**config.mk**
```make
export PLATFORM = sky130hd
export DESIGN_NAME = boot_packet_deframer_crc_check
export DESIGN_NICKNAME = d
export VERILOG_FILES = /design/src/hdl/bpd_pkg.sv /design/src/hdl/bpd_front.sv /design/src/hdl/bpd_queue.sv /design/src/hdl/bpd_back.sv /design/src/hdl/boot_packet_deframer_crc_check.sv
export SDC_FILE = /design/constraint.sdc
export NUM_CORES = 1
export LEC_CHECK = 0
export ABC_AREA = 0
export BUFFER_PORTS_ARGS = -buffer_cell sky130_fd_sc_hd__buf_4
export CAP_MARGIN = 5
export CORE_ASPECT_RATIO = 0.7
export CORE_MARGIN = 5
export CORE_UTILIZATION = 50
export DETAILED_ROUTE_END_ITERATION = 12
export PLACE_DENSITY_LB_ADDON = 0.1
export SETUP_SLACK_MARGIN = 0.5
export SLEW_MARGIN = 5
export SYNTH_ARGS = -nofsm -noshare
export SYNTH_HDL_FRONTEND = slang
export SYNTH_HIERARCHICAL = 1
export SYNTH_SLANG_ARGS = --single-unit
```
**constraint.sdc**
```tcl
create_clock -name aclk -period 6.6 [get_ports aclk]
set_input_delay 0.66 -clock aclk [delete_from_list [all_inputs] [get_ports aclk]]
set_output_delay 0.66 -clock aclk [all_outputs]
set_load 0.02 [all_outputs]
```
**src/hdl/bpd_pkg.sv**
```systemverilog
// shared types, codes and crc helper for the boot packet deframer
package bpd_pkg;

    localparam logic [7:0] START_BYTE = 8'h5a;
    localparam logic [15:0] CRC_POLY  = 16'h1021;

    localparam logic [7:0] TYPE_ACK       = 8'ha1;
    localparam logic [7:0] TYPE_NAK       = 8'ha2;
    localparam logic [7:0] TYPE_ACK_ABORT = 8'ha3;
    localparam logic [7:0] TYPE_COMMAND   = 8'ha4;
    localparam logic [7:0] TYPE_DATA      = 8'ha5;
    localparam logic [7:0] TYPE_PING      = 8'ha6;
    localparam logic [7:0] TYPE_PING_RESP = 8'ha7;

    typedef enum logic [2:0] {
        KIND_ACK       = 3'd0,
        KIND_NAK       = 3'd1,
        KIND_ACK_ABORT = 3'd2,
        KIND_PING      = 3'd3,
        KIND_PING_RESP = 3'd4,
        KIND_COMMAND   = 3'd5,
        KIND_DATA      = 3'd6
    } kind_t;

    localparam logic [7:0] MAX_PAYLOAD_RESET = 8'd250;
    localparam logic [8:0] PING_RESP_LEN     = 9'd10;
    localparam logic [8:0] HDR_LEN_LO_IDX    = 9'd2;
    localparam logic [8:0] HDR_LEN_HI_IDX    = 9'd3;
    localparam logic [8:0] HDR_CRC_LO_IDX    = 9'd4;
    localparam logic [16:0] HDR_BYTES        = 17'd6;

    localparam int QUEUE_DEPTH = 4;

    // one classified byte on its way from the parser to the output stage
    typedef struct packed {
        kind_t       kind;
        logic [7:0]  data;
        logic [7:0]  index;
        logic        last;
        logic        dropped;
        logic        check;
        logic [15:0] crc_calc;
        logic [15:0] crc_rcv;
    } rec_t;

    // msb-first crc-16 over one byte
    function automatic logic [15:0] crc16_next(input logic [15:0] crc, input logic [7:0] b);
        logic [15:0] c;
        c = crc ^ {b, 8'h00};
        for (int i = 0; i < 8; i++) begin
            if (c[15]) begin
                c = {c[14:0], 1'b0} ^ CRC_POLY;
            end else begin
                c = {c[14:0], 1'b0};
            end
        end
        return c;
    endfunction

endpackage

```
**src/hdl/bpd_front.sv**
```systemverilog
// packet parser: hunts for frames, classifies each byte, runs the crc
module bpd_front import bpd_pkg::*; (
    input  logic       aclk,
    input  logic       aresetn,
    input  logic       cfg_valid,
    output logic       cfg_ready,
    input  logic [7:0] cfg_data,
    input  logic       s_valid,
    output logic       s_ready,
    input  logic [7:0] s_rx_byte,
    input  logic       q_full,
    output logic       q_push,
    output rec_t       q_rec
);

    typedef enum logic [2:0] {
        ST_HUNT   = 3'd0,
        ST_TYPE   = 3'd1,
        ST_PINGR  = 3'd2,
        ST_HEADER = 3'd3,
        ST_BODY   = 3'd4
    } state_t;

    state_t      state_reg, state_next;
    logic [8:0]  count_reg, count_next;
    logic [15:0] len_reg, len_next;
    logic [15:0] crc_reg, crc_next;
    logic [15:0] rcv_reg, rcv_next;
    kind_t       kind_reg, kind_next;
    logic [7:0]  max_reg;

    logic        accept;
    logic        emit;
    logic [8:0]  idx_inc;
    logic [15:0] crc_upd;
    logic [16:0] body_end;

    assign cfg_ready = 1'b1;
    assign s_ready   = !q_full;
    assign accept    = s_valid && s_ready;
    assign q_push    = accept && emit;

    assign idx_inc  = count_reg + 9'd1;
    assign crc_upd  = crc16_next(crc_reg, s_rx_byte);
    assign body_end = {1'b0, len_reg} + HDR_BYTES;

    always_comb begin
        state_next = state_reg;
        count_next = idx_inc;
        len_next   = len_reg;
        crc_next   = crc_reg;
        rcv_next   = rcv_reg;
        kind_next  = kind_reg;
        emit       = 1'b1;

        q_rec.kind     = kind_reg;
        q_rec.data     = s_rx_byte;
        q_rec.index    = count_reg[7:0];
        q_rec.last     = 1'b0;
        q_rec.dropped  = 1'b0;
        q_rec.check    = 1'b0;
        q_rec.crc_calc = crc_reg;
        q_rec.crc_rcv  = rcv_reg;

        case (state_reg)
            ST_TYPE: begin
                count_next  = 9'd2;
                q_rec.index = 8'd1;
                case (s_rx_byte)
                    TYPE_ACK:       kind_next = KIND_ACK;
                    TYPE_NAK:       kind_next = KIND_NAK;
                    TYPE_ACK_ABORT: kind_next = KIND_ACK_ABORT;
                    TYPE_PING:      kind_next = KIND_PING;
                    TYPE_PING_RESP: kind_next = KIND_PING_RESP;
                    TYPE_COMMAND:   kind_next = KIND_COMMAND;
                    TYPE_DATA:      kind_next = KIND_DATA;
                    default:        emit = 1'b0;
                endcase
                q_rec.kind = kind_next;
                if (!emit) begin
                    // bad type byte is not retried as a start
                    kind_next  = kind_reg;
                    state_next = ST_HUNT;
                    count_next = '0;
                end else if (kind_next == KIND_PING_RESP) begin
                    state_next = ST_PINGR;
                end else if (kind_next == KIND_COMMAND || kind_next == KIND_DATA) begin
                    crc_next   = crc_upd;
                    state_next = ST_HEADER;
                end else begin
                    q_rec.last = 1'b1;
                    state_next = ST_HUNT;
                    count_next = '0;
                end
            end
            ST_PINGR: begin
                if (idx_inc >= PING_RESP_LEN) begin
                    q_rec.last = 1'b1;
                    state_next = ST_HUNT;
                    count_next = '0;
                end
            end
            ST_HEADER: begin
                if (count_reg == HDR_LEN_LO_IDX) begin
                    len_next = {8'h00, s_rx_byte};
                    crc_next = crc_upd;
                end else if (count_reg == HDR_LEN_HI_IDX) begin
                    len_next = {s_rx_byte, len_reg[7:0]};
                    crc_next = crc_upd;
                end else if (count_reg == HDR_CRC_LO_IDX) begin
                    rcv_next = {8'h00, s_rx_byte};
                end else begin
                    rcv_next      = {s_rx_byte, rcv_reg[7:0]};
                    q_rec.crc_rcv = rcv_next;
                    if (len_reg > {8'h00, max_reg}) begin
                        q_rec.last    = 1'b1;
                        q_rec.dropped = 1'b1;
                        state_next    = ST_HUNT;
                        count_next    = '0;
                    end else if (len_reg == 16'd0) begin
                        q_rec.last  = 1'b1;
                        q_rec.check = 1'b1;
                        state_next  = ST_HUNT;
                        count_next  = '0;
                    end else begin
                        state_next = ST_BODY;
                    end
                end
            end
            ST_BODY: begin
                crc_next       = crc_upd;
                q_rec.crc_calc = crc_upd;
                if ({8'h00, idx_inc} >= body_end) begin
                    q_rec.last  = 1'b1;
                    q_rec.check = 1'b1;
                    state_next  = ST_HUNT;
                    count_next  = '0;
                end
            end
            default: begin
                emit = 1'b0;
                if (s_rx_byte == START_BYTE) begin
                    count_next = 9'd1;
                    crc_next   = crc16_next(16'h0000, s_rx_byte);
                    rcv_next   = '0;
                    len_next   = '0;
                    state_next = ST_TYPE;
                end else begin
                    count_next = count_reg;
                    state_next = ST_HUNT;
                end
            end
        endcase
    end

    always_ff @(posedge aclk) begin
        if (!aresetn) begin
            state_reg <= ST_HUNT;
            count_reg <= '0;
            len_reg   <= '0;
            crc_reg   <= '0;
            rcv_reg   <= '0;
            kind_reg  <= KIND_ACK;
            max_reg   <= MAX_PAYLOAD_RESET;
        end else begin
            if (cfg_valid && cfg_ready) begin
                max_reg <= cfg_data;
            end
            if (accept) begin
                state_reg <= state_next;
                count_reg <= count_next;
                len_reg   <= len_next;
                crc_reg   <= crc_next;
                rcv_reg   <= rcv_next;
                kind_reg  <= kind_next;
            end
        end
    end

endmodule

```
**src/hdl/bpd_queue.sv**
```systemverilog
// short queue of classified bytes between parser and output stage
module bpd_queue import bpd_pkg::*; #(
    parameter int DEPTH = QUEUE_DEPTH
) (
    input  logic aclk,
    input  logic aresetn,
    input  logic push,
    input  rec_t push_rec,
    output logic full,
    input  logic pop,
    output rec_t pop_rec,
    output logic not_empty
);

    localparam int PTR_W = (DEPTH > 1) ? $clog2(DEPTH) : 1;
    localparam int CNT_W = $clog2(DEPTH + 1);
    localparam logic [PTR_W-1:0] LAST_PTR = PTR_W'(DEPTH - 1);
    localparam logic [CNT_W-1:0] FULL_CNT = CNT_W'(DEPTH);

    rec_t             entry_reg [DEPTH];
    logic [PTR_W-1:0] wr_reg, wr_next;
    logic [PTR_W-1:0] rd_reg, rd_next;
    logic [CNT_W-1:0] cnt_reg, cnt_next;
    logic             do_push, do_pop;

    assign full      = (cnt_reg == FULL_CNT);
    assign not_empty = (cnt_reg != '0);
    assign do_push   = push && !full;
    assign do_pop    = pop && not_empty;
    assign pop_rec   = entry_reg[rd_reg];

    always_comb begin
        wr_next  = wr_reg;
        rd_next  = rd_reg;
        cnt_next = cnt_reg;
        if (do_push) begin
            wr_next = (wr_reg == LAST_PTR) ? '0 : wr_reg + 1'b1;
        end
        if (do_pop) begin
            rd_next = (rd_reg == LAST_PTR) ? '0 : rd_reg + 1'b1;
        end
        if (do_push && !do_pop) begin
            cnt_next = cnt_reg + 1'b1;
        end else if (do_pop && !do_push) begin
            cnt_next = cnt_reg - 1'b1;
        end
    end

    always_ff @(posedge aclk) begin
        if (do_push) begin
            entry_reg[wr_reg] <= push_rec;
        end
    end

    always_ff @(posedge aclk) begin
        if (!aresetn) begin
            wr_reg  <= '0;
            rd_reg  <= '0;
            cnt_reg <= '0;
        end else begin
            wr_reg  <= wr_next;
            rd_reg  <= rd_next;
            cnt_reg <= cnt_next;
        end
    end

endmodule

```
**src/hdl/bpd_back.sv**
```systemverilog
// output stage: settles the crc verdict and holds the result for the sink
module bpd_back import bpd_pkg::*; (
    input  logic       aclk,
    input  logic       aresetn,
    input  logic       q_valid,
    output logic       q_pop,
    input  rec_t       q_rec,
    output logic       m_valid,
    input  logic       m_ready,
    output logic [2:0] m_pkt_kind,
    output logic [7:0] m_out_byte,
    output logic [7:0] m_byte_index,
    output logic       m_last,
    output logic       m_dropped,
    output logic       m_crc_ok
);

    logic       valid_reg;
    logic [2:0] kind_reg;
    logic [7:0] byte_reg;
    logic [7:0] index_reg;
    logic       last_reg;
    logic       dropped_reg;
    logic       ok_reg;
    logic       load;

    assign load  = q_valid && (!valid_reg || m_ready);
    assign q_pop = load;

    always_ff @(posedge aclk) begin
        if (!aresetn) begin
            valid_reg <= 1'b0;
        end else if (load) begin
            valid_reg <= 1'b1;
        end else if (m_ready) begin
            valid_reg <= 1'b0;
        end
    end

    always_ff @(posedge aclk) begin
        if (load) begin
            kind_reg    <= q_rec.kind;
            byte_reg    <= q_rec.data;
            index_reg   <= q_rec.index;
            last_reg    <= q_rec.last;
            dropped_reg <= q_rec.dropped;
            ok_reg      <= q_rec.check && (q_rec.crc_calc == q_rec.crc_rcv);
        end
    end

    assign m_valid      = valid_reg;
    assign m_pkt_kind   = kind_reg;
    assign m_out_byte   = byte_reg;
    assign m_byte_index = index_reg;
    assign m_last       = last_reg;
    assign m_dropped    = dropped_reg;
    assign m_crc_ok     = ok_reg;

endmodule

```
**src/hdl/boot_packet_deframer_crc_check.sv**
```systemverilog
// top level of the boot packet deframer with crc check
//
//  channel  | handshake            | payload
//  ---------+----------------------+----------------------------------------
//  s_       | s_valid / s_ready    | s_rx_byte
//  m_       | m_valid / m_ready    | m_pkt_kind m_out_byte m_byte_index
//           |                      | m_last m_dropped m_crc_ok
//  cfg_     | cfg_valid / cfg_ready| cfg_data (max_payload)
//
// one byte per cycle while s_ready is high: the parser classifies a byte and
// updates the crc in the cycle it is taken, and a result reaches m_ through
// the queue, then the output register.
// aresetn is synchronous; it clears parser state, queue and output valid
// and sets max_payload to 250. cfg_ready is always high.
// s_ready drops only when the queue is full, which happens only while
// m_ready is held low.
module boot_packet_deframer_crc_check import bpd_pkg::*; #(
    parameter int QDEPTH = QUEUE_DEPTH
) (
    input  logic       aclk,
    input  logic       aresetn,
    input  logic       cfg_valid,
    output logic       cfg_ready,
    input  logic [7:0] cfg_data,
    input  logic       s_valid,
    output logic       s_ready,
    input  logic [7:0] s_rx_byte,
    output logic       m_valid,
    input  logic       m_ready,
    output logic [2:0] m_pkt_kind,
    output logic [7:0] m_out_byte,
    output logic [7:0] m_byte_index,
    output logic       m_last,
    output logic       m_dropped,
    output logic       m_crc_ok
);

    logic q_full;
    logic q_push;
    rec_t q_in;
    logic q_pop;
    rec_t q_out;
    logic q_valid;

    bpd_front u_front (
        .aclk      (aclk),
        .aresetn   (aresetn),
        .cfg_valid (cfg_valid),
        .cfg_ready (cfg_ready),
        .cfg_data  (cfg_data),
        .s_valid   (s_valid),
        .s_ready   (s_ready),
        .s_rx_byte (s_rx_byte),
        .q_full    (q_full),
        .q_push    (q_push),
        .q_rec     (q_in)
    );

    bpd_queue #(
        .DEPTH (QDEPTH)
    ) u_queue (
        .aclk      (aclk),
        .aresetn   (aresetn),
        .push      (q_push),
        .push_rec  (q_in),
        .full      (q_full),
        .pop       (q_pop),
        .pop_rec   (q_out),
        .not_empty (q_valid)
    );

    bpd_back u_back (
        .aclk         (aclk),
        .aresetn      (aresetn),
        .q_valid      (q_valid),
        .q_pop        (q_pop),
        .q_rec        (q_out),
        .m_valid      (m_valid),
        .m_ready      (m_ready),
        .m_pkt_kind   (m_pkt_kind),
        .m_out_byte   (m_out_byte),
        .m_byte_index (m_byte_index),
        .m_last       (m_last),
        .m_dropped    (m_dropped),
        .m_crc_ok     (m_crc_ok)
    );

endmodule
```
==> results by group <==
GRT
  • Initial antenna violation count: 0
  • Global-route usage over all layers: 18.7%
  • Vias in the first global route: 7,880
  • Pin count of the biggest net entering global routing: 53
  • Global-route wire length before repair: 46,300 µm
  • Total grt overflow: 0

Logic synthesis
  • Yosys reg bits: 319
  • EDFF count, synth: 238
  • Post-synth ARST share: 0%
  • Synth top area cells: edfxtp_1, dfxtp_1, mux4_2
  • Top FF cell, synth: edfxtp_1
  • Cell accounting for the most synthesized area: edfxtp_1
  • Share of the synthesized area in the top cell type: 50.4%
  • Syn Area/Cell: 14.6 µm²
  • Net Count, Synth: 1,024
  • Most frequent cell after synthesis: edfxtp_1
  • Synth top cells by count: edfxtp_1, dfxtp_1, nor2_1, nand2_1, xnor2_1
  • Cell variety after synth: 71
  • Syn Std Cell Area: 0.0142 mm²
  • Sequential area share after synthesis: 61.8%
  • Yosys Warn Count: 6
  • Syn Inst Count: 974

Power and ir drop
  • Pwr/cell area: 330 mW/mm²
  • Power share of the combinational group: 18.1%
  • Tot Pwr: 5170 µW
  • Pint: 3800 µW
  • Worst IR drop on VDD: 0.207 mV
  • Sequential Power Share: 47.6%
  • Clock Power Share: 34.3%
  • Net Sw Frac: 26.5%
  • Psw: 1370 µW
  • Leakage: 0.00553 µW

Clocking
  • Longest Clk Path Bufs: 3
  • CTS root buf: clkbuf_16
  • CTS tree: yes
  • Clock insertion delay at the later pin of the skew report: 0.58 ns
  • Cts bufs inserted: 31
  • Clock Pin Slew Worst Setup and Hold Paths: 0.07 ns
  • Setup bufs post-CTS: 0
  • H-tree levels: 1
  • Post_cts resized: 0
  • Cts hold-fix bufs: 0
  • Clock sinks: 319

Setup path
  • CP required: 6.86 ns
  • Reg2reg start: u_front/state_reg[2]
  • Cell Chain, Critical Path: nand2b_1, nor2_1, and2_1, nand2_1, a31oi_1, nor2b_1, and2_2, buf_4
  • WP data arrival: 4.21 ns
  • Slack of the worst reg-to-reg path: 2.65 ns
  • CP endpoint kind: flop
  • Critical path's slowest cell: and2_2
  • CP Launch Type: flop
  • Crit-path leading delay family: simple AND/OR/NAND/NOR gates
  • Worst r2r path cells: 8
  • Buffers & Inverters on Critical Path: 1
  • Setup CP Type: reg -> reg
  • R2r endpoint: u_queue/entry_reg[3][26]
  • CP max FO: 36
  • Max incr delay on CP: 0.90 ns

Hold path
  • Hold EP: u_front/max_reg[5]
  • Hold WC Path Type: in -> reg
  • Critical hold path startpoint: cfg_data[5]
  • Hold path depth: 3

Finish
  • Synthesis-to-finish area growth: 10.4%
  • Final nets: 1,046
  • Design area: 0.0157 mm²
  • Register Area: 0.00877 mm²
  • Layout cells sized above 1: 18.7%
  • Largest register FFs: 216
  • Multi-input combinational cell area: 0.00491 mm²
  • Ant diodes: 0
  • Fillers: 2,244

STA
  • Final min period: 3.95 ns
  • Fin crit share: 59.9%
  • Worst Skew: 0.0154 ns
  • Final TNS setup: 0 ns
  • Slew Limit Fails: 0
  • Unrepaired setup endpoints after global routing: false
  • Max Fclk: 253 MHz
  • Final hold vios: 0
  • Worst-Margin Slew: 1.10 ns
  • Final setup fails: 0
  • Slew margin rel.: 26.2%

Flow run
  • Max-cap violations: 0

Routing
  • WL per Instance: 21.1 µm
  • # DRC: 0
  • ANT nets after route: 0
  • 1st-pass router iterations: 5
  • Iteration-0 DRC Markers: 573
  • Via count: 7,923
  • Wirelength, routed: 29,400 µm
  • Vias per cell: 5.69

Floorplanning
  • IO Pins: 46
  • Die area: 0.0319 mm²
  • Die width: 211 µm
  • Die H: 151 µm
  • Starting Density: 50.9%
  • Core footprint: 0.0279 mm²
  • Row cnt: 51

Run status
  • Outcome: finished clean

Place
  • GP Congestion: 0.833
  • Post-DP HPWL: 19,200 µm
  • I/O Buffers: 44
  • Dpl cell area: 0.0146 mm²
-- worst max-delay path by stage --
stage | from | to | slack, ns | cells past startpoint
6_report | u_front/state_reg[2] | u_queue/entry_reg[3][26] | 2.65 | 8
5_1_grt | u_front/state_reg[2] | u_queue/entry_reg[3][24] | 2.28 | 8
4_1_cts | u_front/state_reg[2] | u_queue/entry_reg[3][24] | 2.59 | 8
3_5_place_dp | s_rx_byte[6] | u_queue/entry_reg[3][24] | 2.60 | 9
3_3_place_gp | s_rx_byte[6] | u_queue/entry_reg[3][24] | 2.67 | 9
2_1_floorplan | s_rx_byte[4] | u_queue/entry_reg[0][0] | 2.91 | 10
-- tightest hold or removal path: stages --
cell and delay [ns]:
buf_4 0.08, nand2_1 0.04, o211ai_1 0.06
-- through the flow --
step	util, %	hold slack, ns	std cells	setup slack [ns]
final	56.1	0.294	1392	2.65
after global routing	56.1	0.291	1392	2.28
after CTS	56.1	0.273	1391	2.59
after detailed placement	52.4	0.466	1333	2.60
after global placement	52.4	0.465	1333	2.67
after floorplan	-	0.438	974	2.91
-- cell type report --
cell class              instances  area share (%)
clock inverters                18            1.27
repair buffers                 54            2.59
flip-flops and latches        319            56.0
multi-input cells             570            31.4
well taps                     371            2.96
inverters                      20           0.480
clock buffers                  40            5.30
-- power by group through the flow --
stage	Sequential (µW)	Clock [µW]	Combinational, µW
finish	2460	1770	935
global route	2490	1910	1000
CTS	2470	1820	946
detailed placement	2510	0	943
global placement	2510	0	940
floorplan	2520	0	689
-- placed cells by master (no fill, tap or decap), types with 5 or more instances in the layout --
| master | Yosys | final |
|---|---|---|
| a211oi_1 | 6 | 6 |
| a21oi_1 | 12 | 12 |
| xnor2_1 | 51 | 51 |
| a22o_1 | 21 | 21 |
| o21ai_0 | 30 | 30 |
| mux4_2 | 50 | 50 |
| a22oi_1 | 18 | 18 |
| dfxtp_1 | 81 | 79 |
| nor3_1 | 9 | 9 |
| or3_1 | 6 | 6 |
| edfxtp_1 | 238 | 238 |
| clkbuf_1 | 20 | 7 |
| nor2_1 | 76 | 76 |
| nor2b_1 | 15 | 14 |
| nand2_1 | 57 | 57 |
| mux2i_1 | 23 | 23 |
| mux2_2 | 11 | 11 |
| buf_4 | 19 | 54 |
| xor2_1 | 40 | 40 |
| clkbuf_16 | 0 | 31 |
| o211ai_1 | 9 | 9 |
| ha_1 | 28 | 28 |
| a21o_1 | 7 | 7 |
| nand3_1 | 15 | 15 |
| inv_1 | 20 | 20 |
| nand4_1 | 5 | 5 |
| nand2b_1 | 5 | 5 |
-- kinds of logic after synthesis --
family,Yosys count,synth area share [%]
flops,319,61.8
buf+inv,85,3.59
xor+xnor,91,5.62
mux,88,11.2
compound gates,133,6.87
fa+ha+maj,29,2.61
other cells,1,0.0264
simple gates,228,8.27
-- routing by layer --
| metal | GRT usage [%] | vias to the layer above | share of wire (%) |
|---|---|---|---|
| li1 | - | 3705 | - |
| met1 | 29.6 | 3972 | 51 |
| met2 | 27.1 | 208 | 42 |
| met3 | 3.83 | 38 | 5.5 |
| met4 | 3.66 | 0 | 1.7 |
| met5 | 0 | - | 0 |
Power figures use the tool's default switching activity.
